[config.mk]
export PLATFORM = sky130hd
export DESIGN_NAME = two_way_lru_cache_tag_lookup_unit_flat
export DESIGN_NICKNAME = d
export VERILOG_FILES = /design/src/hw/rtl/tlru_pkg.sv /design/src/hw/rtl/tlru_if.sv /design/src/hw/rtl/two_way_lru_cache_tag_lookup_unit.sv /design/src/hw/rtl/tlru_ram.sv /design/src/hw/rtl/tlru_way_sel.sv /design/src/flat_wrapper.sv
export SDC_FILE = /design/constraint.sdc
export NUM_CORES = 1
export LEC_CHECK = 0
export ABC_AREA = 1
export BUFFER_PORTS_ARGS = -buffer_cell sky130_fd_sc_hd__buf_2
export CORE_ASPECT_RATIO = 0.7
export CORE_MARGIN = 2
export CORE_UTILIZATION = 46
export CTS_BUF_LIST = sky130_fd_sc_hd__clkbuf_16
export DETAILED_ROUTE_END_ITERATION = 16
export GPL_ROUTABILITY_DRIVEN = 0
export GPL_TIMING_DRIVEN = 0
export PLACE_DENSITY_LB_ADDON = 0.3
export RECOVER_POWER = 50
export SYNTH_ARGS = -nofsm -noshare
export SYNTH_HDL_FRONTEND = slang
export SYNTH_SLANG_ARGS = --single-unit
[constraint.sdc]
create_clock -name clk_i -period 13 [get_ports clk_i]
set_clock_uncertainty 0.05 [all_clocks]
set_input_delay 0.65 -clock clk_i [delete_from_list [all_inputs] [get_ports clk_i]]
set_output_delay 0.65 -clock clk_i [all_outputs]
set_load 0.1 [all_outputs]
[src/hw/rtl/tlru_pkg.sv]
// shared types and constants of the two-way lru tag lookup
// no dependencies

package tlru_pkg;

  localparam int unsigned SET_COUNT = 4;
  localparam int unsigned ADDR_W    = 32;
  localparam int unsigned WAYS      = 2;
  localparam int unsigned SET_W     = $clog2(SET_COUNT);
  localparam int unsigned TAG_W     = ADDR_W - SET_W;
  localparam int unsigned ROW_W     = WAYS * TAG_W;

  localparam logic WAY0 = 1'b0;
  localparam logic WAY1 = 1'b1;

  typedef logic [TAG_W-1:0]            tag_t;
  typedef logic [SET_W-1:0]            set_t;
  typedef logic [WAYS-1:0][TAG_W-1:0]  row_t;
  typedef logic [WAYS-1:0]             way_valid_t;

  typedef struct packed {
    logic hit;
    logic way;
  } lookup_t;

endpackage

[src/hw/rtl/tlru_if.sv]
// handshake channels of the tag lookup: address items in, hit/way items out
// depends on tlru_pkg

interface tlru_addr_if;
  logic                        valid;
  logic                        ready;
  logic [tlru_pkg::ADDR_W-1:0] address;

  modport source (output valid, output address, input ready);
  modport sink   (input valid, input address, output ready);
endinterface

interface tlru_res_if;
  logic valid;
  logic ready;
  logic hit;
  logic way_used;

  modport source (output valid, output hit, output way_used, input ready);
  modport sink   (input valid, input hit, input way_used, output ready);
endinterface

[src/hw/rtl/two_way_lru_cache_tag_lookup_unit.sv]
// top level of the two-way set-associative tag lookup with one-bit lru
// depends on tlru_pkg, tlru_if, tlru_ram, tlru_way_sel

// For each address item, the set row (both way tags) is read from the tag
// ram in the cycle the item is accepted, into the ram's read register, and
// busy is set. While busy, both ways are compared, the victim is chosen, the
// row is written back on a miss and the result item is loaded into the output
// register. No new address item is taken while busy, so the block finishes
// each item before it accepts the next. The output register keeps a finished
// result while a new item is read; if it is still full when the compare is
// due, the lookup waits in place. Valid bits and lru bits live in flip-flops
// and are cleared by reset at once, so there is no clearing pass; tag ram
// contents are undefined until written and are only used behind a set valid
// bit. The low set-index bits of the address pick the set and the remaining
// bits form the tag.

module two_way_lru_cache_tag_lookup_unit (
  input  logic        clk_i,
  input  logic        rst_ni,
  tlru_addr_if.sink   in_i,
  tlru_res_if.source  out_o
);

  // lookup in flight: ram row has been read, compare pending
  logic             busy_q, busy_d;
  tlru_pkg::tag_t   req_tag_q;
  tlru_pkg::set_t   req_set_q;

  // per-set state kept in flops
  tlru_pkg::way_valid_t [tlru_pkg::SET_COUNT-1:0] valid_q;
  logic [tlru_pkg::SET_COUNT-1:0]                 lru_q;

  // output register
  logic out_valid_q, out_valid_d;
  logic out_hit_q;
  logic out_way_q;

  logic              accept;
  logic              done;
  tlru_pkg::row_t    rd_row;
  tlru_pkg::row_t    wr_row;
  tlru_pkg::lookup_t res;
  logic [tlru_pkg::ROW_W-1:0] rd_data;

  assign in_i.ready = !busy_q;
  assign accept     = in_i.valid && in_i.ready;
  // compare completes once the output register has room
  assign done       = busy_q && (!out_valid_q || out_o.ready);

  // tag ram: one row per set holding both way tags
  tlru_ram #(
    .DEPTH (tlru_pkg::SET_COUNT),
    .WIDTH (tlru_pkg::ROW_W)
  ) u_tag_ram (
    .clk_i   (clk_i),
    .we_i    (done && !res.hit),
    .waddr_i (req_set_q),
    .wdata_i (wr_row),
    .re_i    (accept),
    .raddr_i (in_i.address[tlru_pkg::SET_W-1:0]),
    .rdata_o (rd_data)
  );

  assign rd_row = tlru_pkg::row_t'(rd_data);

  tlru_way_sel u_way_sel (
    .tag_i   (req_tag_q),
    .row_i   (rd_row),
    .valid_i (valid_q[req_set_q]),
    .lru_i   (lru_q[req_set_q]),
    .res_o   (res)
  );

  // read-modify-write: replace only the victim's tag in the row
  always_comb begin
    wr_row          = rd_row;
    wr_row[res.way] = req_tag_q;
  end

  always_comb begin
    busy_d = busy_q;
    if (accept) begin
      busy_d = 1'b1;
    end else if (done) begin
      busy_d = 1'b0;
    end
  end

  always_comb begin
    out_valid_d = out_valid_q;
    if (done) begin
      out_valid_d = 1'b1;
    end else if (out_o.ready) begin
      out_valid_d = 1'b0;
    end
  end

  // control state
  always_ff @(posedge clk_i or negedge rst_ni) begin
    if (!rst_ni) begin
      busy_q      <= 1'b0;
      out_valid_q <= 1'b0;
      valid_q     <= '0;
      lru_q       <= '0;
    end else begin
      busy_q      <= busy_d;
      out_valid_q <= out_valid_d;
      if (done) begin
        // the used way becomes most recent, the other one lru
        lru_q[req_set_q] <= !res.way;
        if (!res.hit) begin
          valid_q[req_set_q][res.way] <= 1'b1;
        end
      end
    end
  end

  // payload registers
  always_ff @(posedge clk_i) begin
    if (accept) begin
      req_set_q <= in_i.address[tlru_pkg::SET_W-1:0];
      req_tag_q <= in_i.address[tlru_pkg::ADDR_W-1:tlru_pkg::SET_W];
    end
    if (done) begin
      out_hit_q <= res.hit;
      out_way_q <= res.way;
    end
  end

  assign out_o.valid    = out_valid_q;
  assign out_o.hit      = out_hit_q;
  assign out_o.way_used = out_way_q;

endmodule

[src/hw/rtl/tlru_ram.sv]
// generic simple dual-port ram, one write and one read port, registered read
// no dependencies

module tlru_ram #(
  parameter int unsigned DEPTH = 4,
  parameter int unsigned WIDTH = 8
) (
  input  logic                     clk_i,
  input  logic                     we_i,
  input  logic [$clog2(DEPTH)-1:0] waddr_i,
  input  logic [WIDTH-1:0]         wdata_i,
  input  logic                     re_i,
  input  logic [$clog2(DEPTH)-1:0] raddr_i,
  output logic [WIDTH-1:0]         rdata_o
);

  logic [WIDTH-1:0] mem [DEPTH];
  logic [WIDTH-1:0] rdata_q;

  always_ff @(posedge clk_i) begin
    if (we_i) begin
      mem[waddr_i] <= wdata_i;
    end
  end

  always_ff @(posedge clk_i) begin
    if (re_i) begin
      rdata_q <= mem[raddr_i];
    end
  end

  assign rdata_o = rdata_q;

endmodule

[src/hw/rtl/tlru_way_sel.sv]
// way compare and victim choice for one set of the two-way tag store
// depends on tlru_pkg

module tlru_way_sel (
  input  tlru_pkg::tag_t       tag_i,
  input  tlru_pkg::row_t       row_i,
  input  tlru_pkg::way_valid_t valid_i,
  input  logic                 lru_i,
  output tlru_pkg::lookup_t    res_o
);

  logic hit0;
  logic hit1;

  assign hit0 = valid_i[tlru_pkg::WAY0] && (row_i[tlru_pkg::WAY0] == tag_i);
  assign hit1 = valid_i[tlru_pkg::WAY1] && (row_i[tlru_pkg::WAY1] == tag_i);

  always_comb begin
    res_o = '0;
    priority if (hit0) begin
      res_o.hit = 1'b1;
      res_o.way = tlru_pkg::WAY0;
    end else if (hit1) begin
      res_o.hit = 1'b1;
      res_o.way = tlru_pkg::WAY1;
    end else if (!valid_i[tlru_pkg::WAY0]) begin
      res_o.way = tlru_pkg::WAY0;
    end else if (!valid_i[tlru_pkg::WAY1]) begin
      res_o.way = tlru_pkg::WAY1;
    end else begin
      // both valid, replace least recently used
      res_o.way = lru_i;
    end
  end

endmodule
[src/flat_wrapper.sv]
// flat-port wrapper written by rule: the top's interface ports become plain ports
module two_way_lru_cache_tag_lookup_unit_flat 
  (clk_i, rst_ni, in_i_valid, in_i_address, in_i_ready, out_o_valid, out_o_hit, out_o_way_used, out_o_ready);
  tlru_addr_if in_i_i ();
  tlru_res_if out_o_i ();
  input  logic clk_i;
  input  logic rst_ni;
  input wire logic [$bits(in_i_i.valid)-1:0] in_i_valid;
  input wire logic [$bits(in_i_i.address)-1:0] in_i_address;
  output wire logic [$bits(in_i_i.ready)-1:0] in_i_ready;
  output wire logic [$bits(out_o_i.valid)-1:0] out_o_valid;
  output wire logic [$bits(out_o_i.hit)-1:0] out_o_hit;
  output wire logic [$bits(out_o_i.way_used)-1:0] out_o_way_used;
  input wire logic [$bits(out_o_i.ready)-1:0] out_o_ready;
  assign in_i_i.valid = in_i_valid;
  assign in_i_i.address = in_i_address;
  assign in_i_ready = in_i_i.ready;
  assign out_o_valid = out_o_i.valid;
  assign out_o_hit = out_o_i.hit;
  assign out_o_way_used = out_o_i.way_used;
  assign out_o_i.ready = out_o_ready;
  two_way_lru_cache_tag_lookup_unit u_core (.clk_i(clk_i), .rst_ni(rst_ni), .in_i(in_i_i), .out_o(out_o_i));
endmodule
=== After elaboration in Yosys (flattened, before gate mapping) ===
Memory sizes are Yosys's and may differ from the RTL's. A register that Yosys moved wholly into a read port is not among the register bits.
Index checks and enable logic that the tools add are counted.

* Add/sub/neg operators: 0
* $mul: 0
* Divide/modulo/power cells: 0
* Order comparisons: 4
* Equality and inequality tests: 2
* Shift-type cells: 0
* Multiplexer cells: 25
* Bitwise gates (word level): 2
* Reduce and logical (&&, ||, !) cells: 15

{| class="wikitable"
|+ Operators with widths
! kind !! count
|-
| bitwise mux 60 bit || 1
|-
| == test 30 bit || 2
|-
| demux 30 bit (select 1 bit) || 1
|-
| 2-to-1 mux 30 bit || 1
|-
| 2-to-1 mux 1 bit || 13
|-
| OR 8 bit || 1
|-
| logical AND 1 bit || 7
|-
| 2-to-1 mux 2 bit || 3
|-
| binary-select mux 2 bit (select 2 bit) || 1
|-
| bitwise mux 4 bit || 1
|-
| demux 2 bit (select 2 bit) || 1
|-
| logical NOT 1 bit || 4
|-
| nonzero test 2 bit || 2
|-
| less-than comparator 2 x 3 -> 1 bit (second input constant) || 1
|-
| binary-select mux 1 bit (select 2 bit) || 1
|-
| demux 1 bit (select 2 bit) || 1
|-
| >= comparator 2 x 1 -> 1 bit (second input constant) || 1
|-
| less-than comparator 1 x 2 -> 1 bit (second input constant) || 1
|-
| AND reduction 2 bit || 1
|-
| demux 1 bit (select 1 bit) || 1
|-
| >= comparator 1 bit (second input constant) || 1
|-
| logical OR 1 bit || 1
|-
| NOT 1 bit || 1
|}

* Register bits after elaboration: 48
* Bits in latches: 0
* Bits in writable memories: 240
* Bits in read-only memories: 0
* Word-level logic and storage cells: 60
* Memories kept: 1

{| class="wikitable"
|+ Memories
! name !! depth !! width !! read ports !! clocked after memory_dff !! write ports !! line !! text
|-
| u_core.u_tag_ram.mem || 4 || 60 || 1 || 1 || 1 || tlru_ram.sv:17 || <nowiki>logic [WIDTH-1:0] mem [DEPTH];</nowiki>
|}

=== Depth between registers and ports, before layout ===
Gate-level depths: netlist of run 1.

* Depth after elaboration: 13
* Mapped depth: 14
* Depth with buffers taken out: 12

=== Modules after synthesis ===
From an unflattened synthesis of run 1, not the netlist that was laid out.

* Cells, all modules: 1567
* Area, all modules: 15429.8 um2

{| class="wikitable"
|+ Modules (own cells, without submodules)
! module !! times used !! cells each !! area an instance (um2) !! sequential area each (um2)
|-
| tlru_ram || 1 || 1008 || 11857.6 || 9008.6
|-
| two_way_lru_cache_tag_lookup_unit || 1 || 292 || 2464.9 || 1371.3
|-
| tlru_way_sel || 1 || 267 || 1107.3 || 0.0
|}

=== Least setup slack after synthesis of run 1 ===
No wires, ideal clock.

* Path kind: input-to-reg
* Start: input in_i_valid
* End: register u_core.req_set_q[0] (enable)
* Arrival: 4566 ps
* Required time: 12404 ps
* Path slack: 7838 ps
* Cell stages on the path: 2
* Path buffers: 0
* Path through: inv_1 nor2_1

* Word-level cells in the longest chain between the ends: 1

{| class="wikitable"
|+ RTL lines
! item !! line !! text
|-
| from (decl) || flat_wrapper.sv:8 || <nowiki>input wire logic [$bits(in_i_i.valid)-1:0] in_i_valid;</nowiki>
|-
| logical AND 1 bit || two_way_lru_cache_tag_lookup_unit.sv:46 || <nowiki>assign accept = in_i.valid && in_i.ready;</nowiki>
|-
| via u_core.accept || two_way_lru_cache_tag_lookup_unit.sv:38 || <nowiki>logic accept;</nowiki>
|-
| to (signal assigned) || two_way_lru_cache_tag_lookup_unit.sv:121 || <nowiki>req_set_q <= in_i.address[tlru_pkg::SET_W-1:0];</nowiki>
|-
| to (decl) || two_way_lru_cache_tag_lookup_unit.sv:27 || <nowiki>tlru_pkg::set_t req_set_q;</nowiki>
|}

The timed path passes the listed nets, and every way through them passes these cells.
A chain may end at the register's enable or synchronous reset.

=== Final worst setup path of run 1 ===
* Start: register u_core.busy_q
* End: register u_core.req_tag_q[22] (enable)

* Word-level cells in the longest chain between the ends: 2

{| class="wikitable"
|+ RTL lines
! item !! line !! text
|-
| from (decl) || two_way_lru_cache_tag_lookup_unit.sv:25 || <nowiki>logic busy_q, busy_d;</nowiki>
|-
| from (signal assigned) || two_way_lru_cache_tag_lookup_unit.sv:106 || <nowiki>busy_q <= busy_d;</nowiki>
|-
| logical NOT 1 bit || two_way_lru_cache_tag_lookup_unit.sv:45 || <nowiki>assign in_i.ready = !busy_q;</nowiki>
|-
| logical AND 1 bit || two_way_lru_cache_tag_lookup_unit.sv:46 ||
|-
| via u_core.accept || two_way_lru_cache_tag_lookup_unit.sv:38 ||
|-
| to (signal assigned) || two_way_lru_cache_tag_lookup_unit.sv:122 || <nowiki>req_tag_q <= in_i.address[tlru_pkg::ADDR_W-1:tlru_pkg::SET_W];</nowiki>
|-
| to (decl) || two_way_lru_cache_tag_lookup_unit.sv:26 || <nowiki>tlru_pkg::tag_t req_tag_q;</nowiki>
|}

The timed path passes the listed nets, and every way through them passes these cells.

==> results.py, run 1 <==
metrics = {
    "outcome": {
        "outcome": "complete, but fails checks",
        "failed_checks": "capacitance limit, slew limit",
    },
    "placed_design": {
        "detailed_place_hpwl_um": 24100,
        "port-buffer-count": 39,
    },
    "global_route": {
        "grt_overflow_total": 0,
        "grt_pass1_vias": 9416,
        "first_pass_grt_wire_length_um": 54800,
        "grt_use_total_pct": 21.8,
        "initial_antenna_violation_count": 1,
        "grt_start_max_net_pins": 30,
    },
    "flow_run": {
        "max_cap_viol_count": 2,
    },
    "detailed_routing": {
        "antenna_viol_nets_final": 0,
        "drtPass1Iterations": 5,
        "highest_layer": "met5",
        "vias_per_cell": 5.48,
        "wl_met3_um": 3660,
        "post_drt_wl_per_cell_um": 19.7,
        "first_iter_violations": 1169,
        "met2RoutedLength_um": 15400,
        "route.detailed.drc": 0,
        "via_count": 9984,
        "drt_met1_wl_um": 16000,
        "finalWirelength_um": 35800,
    },
    "sta": {
        "grt_setup_unrepaired": "false",
        "finalCriticalPeriod_ns": 4.39,
        "worst_slew_pin_slew_ns": 2.01,
        "period_share_pct": 33.8,
        "timing.final.setup_violations": 0,
        "finalHoldViolations": 0,
        "totalNegativeSetupSlack_ns": 0,
        "max_clock_freq_mhz": 228,
        "timing.final.max_slew_violations": 60,
        "max-slew-margin-rel_pct": -34.2,
    },
    "floorplanning": {
        "top_level_ports": 40,
        "effective_utilization_at_floorplan_pct": 46.8,
        "die_x_um": 217,
        "die_footprint_sq_um": 33200,
        "number_of_placement_rows": 54,
        "chip_height_um": 153,
        "floorplan.core_area_sq_um": 31200,
    },
    "final_layout": {
        "fin_nets": 1413,
        "areaGrowthSynthToFinish_pct": 12.8,
        "num_antenna_cells": 0,
        "layout-drive-gt1-share_pct": 6.57,
    },
    "synth": {
        "synth_top_cells_by_count": "sky130_fd_sc_hd__edfxtp_1 (334), sky130_fd_sc_hd__nand2_1 (294), sky130_fd_sc_hd__nor2_1 (176), sky130_fd_sc_hd__o21ai_0 (120), sky130_fd_sc_hd__inv_1 (87)",
        "nets_in_the_synthesized_netlist": 1329,
        "synthMostInstantiatedCell": "sky130_fd_sc_hd__edfxtp_1",
        "yosysUniqueCellTypes": 23,
        "syn_area_sq_um": 14600,
        "ys.flop_type": "sky130_fd_sc_hd__edfxtp_1",
        "synth-async-reset-ratio_pct": 4.02,
        "yosysWarnings": 0,
        "netlist.top_cell.by_area": "sky130_fd_sc_hd__edfxtp_1",
        "synth-edff-count": 334,
        "synth_top_area_share_pct": 68.7,
        "cells_after_synth": 1293,
        "synth_area_per_cell_sq_um": 11.3,
        "seq_area_frac_synth_pct": 71.1,
        "netlist_top_cells_area": "sky130_fd_sc_hd__edfxtp_1 (69%), sky130_fd_sc_hd__nand2_1 (7.6%), sky130_fd_sc_hd__nor2_1 (4.5%)",
        "yosys_register_bits": 348,
    },
    "clock_network": {
        "clock_path_buffers": 3,
        "clock_tree_from_tritoncts": "done",
        "ctsResizeCount": 0,
        "insertion_delay_ns": 0.58,
        "tritoncts.num_buffers": 31,
        "clock_sinks": 348,
        "path_clk_slew_ns": 0.06,
        "ctsRootBufferMaster": "sky130_fd_sc_hd__clkbuf_16",
        "htreeDepth": 1,
    },
    "power_and_ir_drop": {
        "comb_power_share_pct": 21.3,
        "power.switching_fraction_pct": 31.4,
        "power_w": 0.00323,
        "power_density_nw_per_um2": 196,
        "clock_power_share_pct": 27.5,
        "static-leakage-power_nw": 6.22,
        "seq_power_share_pct": 51.3,
        "internal_power_w": 0.00222,
        "vdd_ir_drop_max_mv": 0.122,
        "power.switching_w": 0.00102,
    },
    "setup_path": {
        "cp_max_fo": 29,
        "worstSetupStartpointType": "flop",
        "critical_path_arrival_ns": 4.51,
        "worst_r2r_path_depth": 3,
        "critical_path_class": "reg2reg",
        "critical_path_required_ns": 13.12,
        "crit_path_end_kind": "flop",
    },
    "worst_hold_path": {
        "whs_path_depth": 1,
        "holdCritPathClass": "in2reg",
    },
}
-- placed cells by master (no fill, tap or decap), types with 5 or more instances in the layout --
master | netlist | layout
sky130_fd_sc_hd__edfxtp_1 | 334 | 334
sky130_fd_sc_hd__nand2_1 | 294 | 294
sky130_fd_sc_hd__nor2_1 | 176 | 172
sky130_fd_sc_hd__o21ai_0 | 120 | 121
sky130_fd_sc_hd__inv_1 | 87 | 95
sky130_fd_sc_hd__nand3_1 | 80 | 80
sky130_fd_sc_hd__clkbuf_1 | 48 | 70
sky130_fd_sc_hd__o22ai_1 | 60 | 60
sky130_fd_sc_hd__buf_2 | 5 | 34
sky130_fd_sc_hd__clkbuf_16 | 0 | 31
sky130_fd_sc_hd__xnor2_1 | 19 | 19
sky130_fd_sc_hd__nand4_1 | 15 | 15
sky130_fd_sc_hd__dfrtp_1 | 14 | 14
sky130_fd_sc_hd__xor2_1 | 13 | 13
sky130_fd_sc_hd__clkinv_1 | 0 | 8
sky130_fd_sc_hd__buf_12 | 0 | 7
sky130_fd_sc_hd__or2_2 | 5 | 5
-- critical path, stage by stage (launching register included) --
cell and delay [ns]:
sky130_fd_sc_hd__dfrtp_1 0.39, sky130_fd_sc_hd__nor2_1 0.95, sky130_fd_sc_hd__clkbuf_1 1.12, sky130_fd_sc_hd__clkbuf_1 1.42
-- what timing repair did --
item                                   CTS  global route
setup buffers                            0             0
endpoints found under the hold margin   14             0
hold buffers                             1             0
-- state kept, by name, indices dropped and copies added (netlist names) --
register                  count
u_core.valid_q                8
u_core.out_o.valid            1
u_core.req_tag_q             30
u_core.out_o.way_used         1
u_core.u_tag_ram.mem        240
u_core.busy_q                 1
u_core.lru_q                  4
u_core.req_set_q              2
u_core.out_o.hit              1
u_core.u_tag_ram.rdata_o     60
-- worst paths after layout --
path | start | endpoint | slack (ns)
max in group asynchronous | rst_ni | u_core.valid_q[1] | 11.77
hold reg to reg | u_core.valid_q[3] | u_core.valid_q[3] | 0.41
min in group asynchronous | rst_ni | u_core.out_o.valid | 0.62
hold / removal | in_i_address[13] | u_core.req_tag_q[11] | 0.19
setup / recovery | u_core.busy_q | u_core.req_tag_q[22] | 8.61
setup reg to reg | u_core.busy_q | u_core.req_tag_q[22] | 8.61
-- cell families (layout without fill, tap and decap cells) --
logic type      after synthesis  after routing  share of synthesized area (%)
flops                       348            348                           71.1
xor+xnor                     32             32                           1.92
buf+inv                     150            258                           4.08
simple gates                579            579                           16.0
compound gates              184            184                           6.89
-- layer usage --
| layer | track usage [%] | up-vias |
|---|---|---|
| li1 | - | 4649 |
| met1 | 33.8 | 4785 |
| met2 | 32.0 | 487 |
| met3 | 4.44 | 61 |
| met4 | 4.37 | 2 |
| met5 | 0 | - |
-- metrics by stage --
stage	utilization [%]	setup slack [ns]	hold WS (ns)	instance area, sq um	std cells
finish	52.8	8.61	0.190	16500	1821
global route	52.8	8.28	0.168	16500	1821
CTS	53.1	9.66	0.170	16600	1821
detailed placement	49.9	9.67	0.400	15600	1763
global placement	49.1	5.08	0.399	15300	1752
floorplan	-	7.84	0.304	14600	1293
-- layout make-up --
type | instances | area [sq um]
clock buffers | 31 | 776
repair buffers | 51 | 374
fillers | 2709 | 14700
well taps | 420 | 526
flip-flops and latches | 348 | 10400
plain buffers | 63 | 240
clock inverters | 26 | 195
inverters | 87 | 327
multi-input cells | 795 | 3650
-- power by group through the flow --
stage	sequential (W)	clock [W]	combinational (W)
after floorplan	0.00168	0	0.000429
after global placement	0.00170	0	0.000645
after detailed placement	0.00167	0	0.000698
after CTS	0.00165	0.000897	0.000701
after global routing	0.00167	0.000940	0.000759
final	0.00166	0.000888	0.000687
No activity file was read; power rests on OpenSTA's default activity.
==> inputs of run 2 (changes only) <==
==> constraint.sdc (replaced) <==
create_clock -name clk_i -period 4.2 [get_ports clk_i]
set_clock_uncertainty 0.05 [all_clocks]
set_input_delay 0.21 -clock clk_i [delete_from_list [all_inputs] [get_ports clk_i]]
set_output_delay 0.21 -clock clk_i [all_outputs]
set_load 0.1 [all_outputs]
==> run 2 against run 1 <==
- the flow still finishes with violations (capacitance limit, slew limit)
- die area did not move
- first-iteration DRC count rose by 5.3%
- global-route usage is 0.18 points higher
- critical endpoint is now u_core.u_tag_ram.mem[2][20]
- largest cell class unchanged
==> results.py, run 2 (synthesis gave the netlist of run 1 again) <==
metrics = {
    "clock_network": {
        "clock_sinks": 348,
        "htreeDepth": 2,
        "postCtsSetupRepairBufs": 0,
        "tritoncts.num_buffers": 34,
        "ctsResizeCount": 0,
        "ctsRootBufferMaster": "sky130_fd_sc_hd__clkbuf_16",
        "insertion_delay_ns": 0.54,
        "clock_tree_from_tritoncts": "done",
        "clock_path_buffers": 3,
        "ctsHoldBuffers": 33,
        "path_clk_slew_ns": 0.06,
    },
    "detailed_routing": {
        "finalWirelength_um": 36200,
        "antenna_viol_nets_final": 0,
        "first_iter_violations": 1231,
        "post_drt_wl_per_cell_um": 19.5,
        "via_count": 9957,
        "drtPass1Iterations": 5,
        "vias_per_cell": 5.36,
        "route.detailed.drc": 0,
    },
    "power_and_ir_drop": {
        "power_density_nw_per_um2": 600,
        "vdd_ir_drop_max_mv": 0.309,
        "static-leakage-power_nw": 6.40,
        "power_w": 0.0101,
    },
    "global_route": {
        "grt_use_total_pct": 22.0,
        "grt_start_max_net_pins": 31,
        "grt_overflow_total": 0,
        "initial_antenna_violation_count": 1,
        "gr_busiest_metal": "met2",
        "grt_pass1_vias": 9505,
        "met2_usage_grt_pct": 33.0,
        "grt_use_met1_pct": 31.8,
        "first_pass_grt_wire_length_um": 54600,
        "groute.layer.met3.usage_pct": 5.41,
    },
    "floorplanning": {
        "floorplan.core_area_sq_um": 31200,
        "chip_height_um": 153,
        "top_level_ports": 40,
        "die_footprint_sq_um": 33200,
        "number_of_placement_rows": 54,
        "effective_utilization_at_floorplan_pct": 46.8,
        "die_x_um": 217,
    },
    "setup_path": {
        "cp_max_fo": 10,
        "critical_path_class": "reg2reg",
        "crit_path_end_kind": "flop",
        "crit_path_frequent_cell": "sky130_fd_sc_hd__nand2_1",
        "setup.worst_path.start": "u_core.req_tag_q[27]",
        "critical-path-slowest-cell": "sky130_fd_sc_hd__o21ai_0",
        "r2r-start": "u_core.req_tag_q[27]",
        "critical_path_required_ns": 4.39,
        "critical_path_arrival_ns": 3.80,
        "cp_cell_sequence": "xnor2_1 > nand3_1 > nor2_1 > nand3_1 > o21ai_0 > nand2_1 > clkbuf_1 > buf_4 > nand2_1 > nand2_1",
        "critical-path-max-stage-delay_ns": 0.88,
        "worstSetupStartpointType": "flop",
    },
    "outcome": {
        "outcome": "complete, but fails checks",
        "failed_checks": "capacitance limit, slew limit",
    },
    "sta": {
        "grt_setup_unrepaired": "false",
        "finalHoldViolations": 0,
        "timing.final.max_slew_violations": 56,
        "finalCriticalPeriod_ns": 3.61,
        "max_clock_freq_mhz": 277,
        "period_share_pct": 86.0,
        "max-slew-margin-rel_pct": -26.6,
        "timing.final.setup_violations": 0,
        "worst_slew_pin_slew_ns": 1.90,
    },
    "final_layout": {
        "most-common-layout-cells": "sky130_fd_sc_hd__edfxtp_1 (334), sky130_fd_sc_hd__nand2_1 (294), sky130_fd_sc_hd__nor2_1 (172)",
        "register_area_sq_um": 10400,
        "layout-drive-gt1-share_pct": 7.30,
        "mostFrequentLayoutCell": "sky130_fd_sc_hd__edfxtp_1",
        "num-fill-cells": 2647,
        "num_antenna_cells": 0,
        "registers.top_by_ff_count": "u_core.u_tag_ram.mem",
        "areaGrowthSynthToFinish_pct": 15.6,
        "multi_input_area_sq_um": 3650,
        "largest_register_ff_count": 240,
        "layout.core_utilization_pct": 54.1,
        "fin_nets": 1448,
    },
    "placed_design": {
        "detailed_place_hpwl_um": 23700,
        "port-buffer-count": 39,
    },
    "flow_run": {
        "max_cap_viol_count": 2,
    },
    "worst_hold_path": {
        "holdCritPathClass": "in2reg",
        "hp-start": "in_i_address[0]",
    },
}
[run 2: cell count changes in the layout (fill, tap and decap cells not counted), moves of 3 or more]
cell,before,now
sky130_fd_sc_hd__buf_4,0,6
sky130_fd_sc_hd__bufinv_16,3,0
sky130_fd_sc_hd__clkbuf_1,70,64
sky130_fd_sc_hd__clkbuf_16,31,35
sky130_fd_sc_hd__clkinv_8,0,3
sky130_fd_sc_hd__dlygate4sd3_1,1,33
sky130_fd_sc_hd__inv_1,95,92
[run 2: critical path: cells and delay by family (launching register included)]
family / cells / cell delay (ns)
AOI/OAI and AO/OA: 1 / 0.88
xor gates and xnor gates: 1 / 0.31
buffers and inverters: 2 / 0.73
DFF: 1 / 0.58
and+or+nand+nor: 6 / 0.74
[run 2: routing by layer]
| layer | share of wire [%] | up-vias |
|---|---|---|
| met5 | 0 | - |
| met4 | 2.4 | 0 |
| met3 | 10 | 65 |
| met2 | 44 | 444 |
| met1 | 44 | 4720 |
| li1 | - | 4728 |
[run 2: cell type report]
class                      instances  area share (%)
clock buffer                      35            5.19
tap                              420            3.11
inverter                          87            1.93
multi-input combinational        795            21.6
timing repair buffer              83            4.16
clock inverter                    27           0.948
sequential                       348            61.5
buffer                            63            1.56
[run 2: worst paths after layout]
kind	depth (start not counted)	slack, ns	endpoint
max	10	0.59	u_core.u_tag_ram.mem[2][20]
max in group asynchronous	2	3.35	u_core.valid_q[4]
max reg2reg	10	0.59	u_core.u_tag_ram.mem[2][20]
min	1	0.15	u_core.req_set_q[0]
min reg2reg	2	0.41	u_core.valid_q[3]
min in group asynchronous	2	0.24	u_core.valid_q[6]
[run 2: power breakdown]
| part | switching [W] | leakage (nW) | internal [W] | total (W) |
|---|---|---|---|---|
| Combinational | 0.00160 | 2.65 | 0.000564 | 0.00216 |
| Sequential | 0.000301 | 3.23 | 0.00482 | 0.00512 |
| Clock | 0.00131 | 0.527 | 0.00153 | 0.00285 |
| Total | 0.00321 | 6.40 | 0.00692 | 0.0101 |
[run 2: stage by stage]
stage / TNS (ns) / hold WS (ns) / std cells / worst slack [ns] / instance area (sq um)
2_1_floorplan: -48.87 / -0.136 / 1293 / -0.204 / 14600
6_report: 0 / 0.154 / 1858 / 0.590 / 16900
4_1_cts: 0 / 0.00755 / 1858 / 0.936 / 16900
3_3_place_gp: -718.69 / 0.0756 / 1752 / -2.92 / 15300
3_5_place_dp: 0 / 0.0828 / 1763 / 0.973 / 15600
5_1_grt: 0 / 0.181 / 1858 / 0.404 / 16900
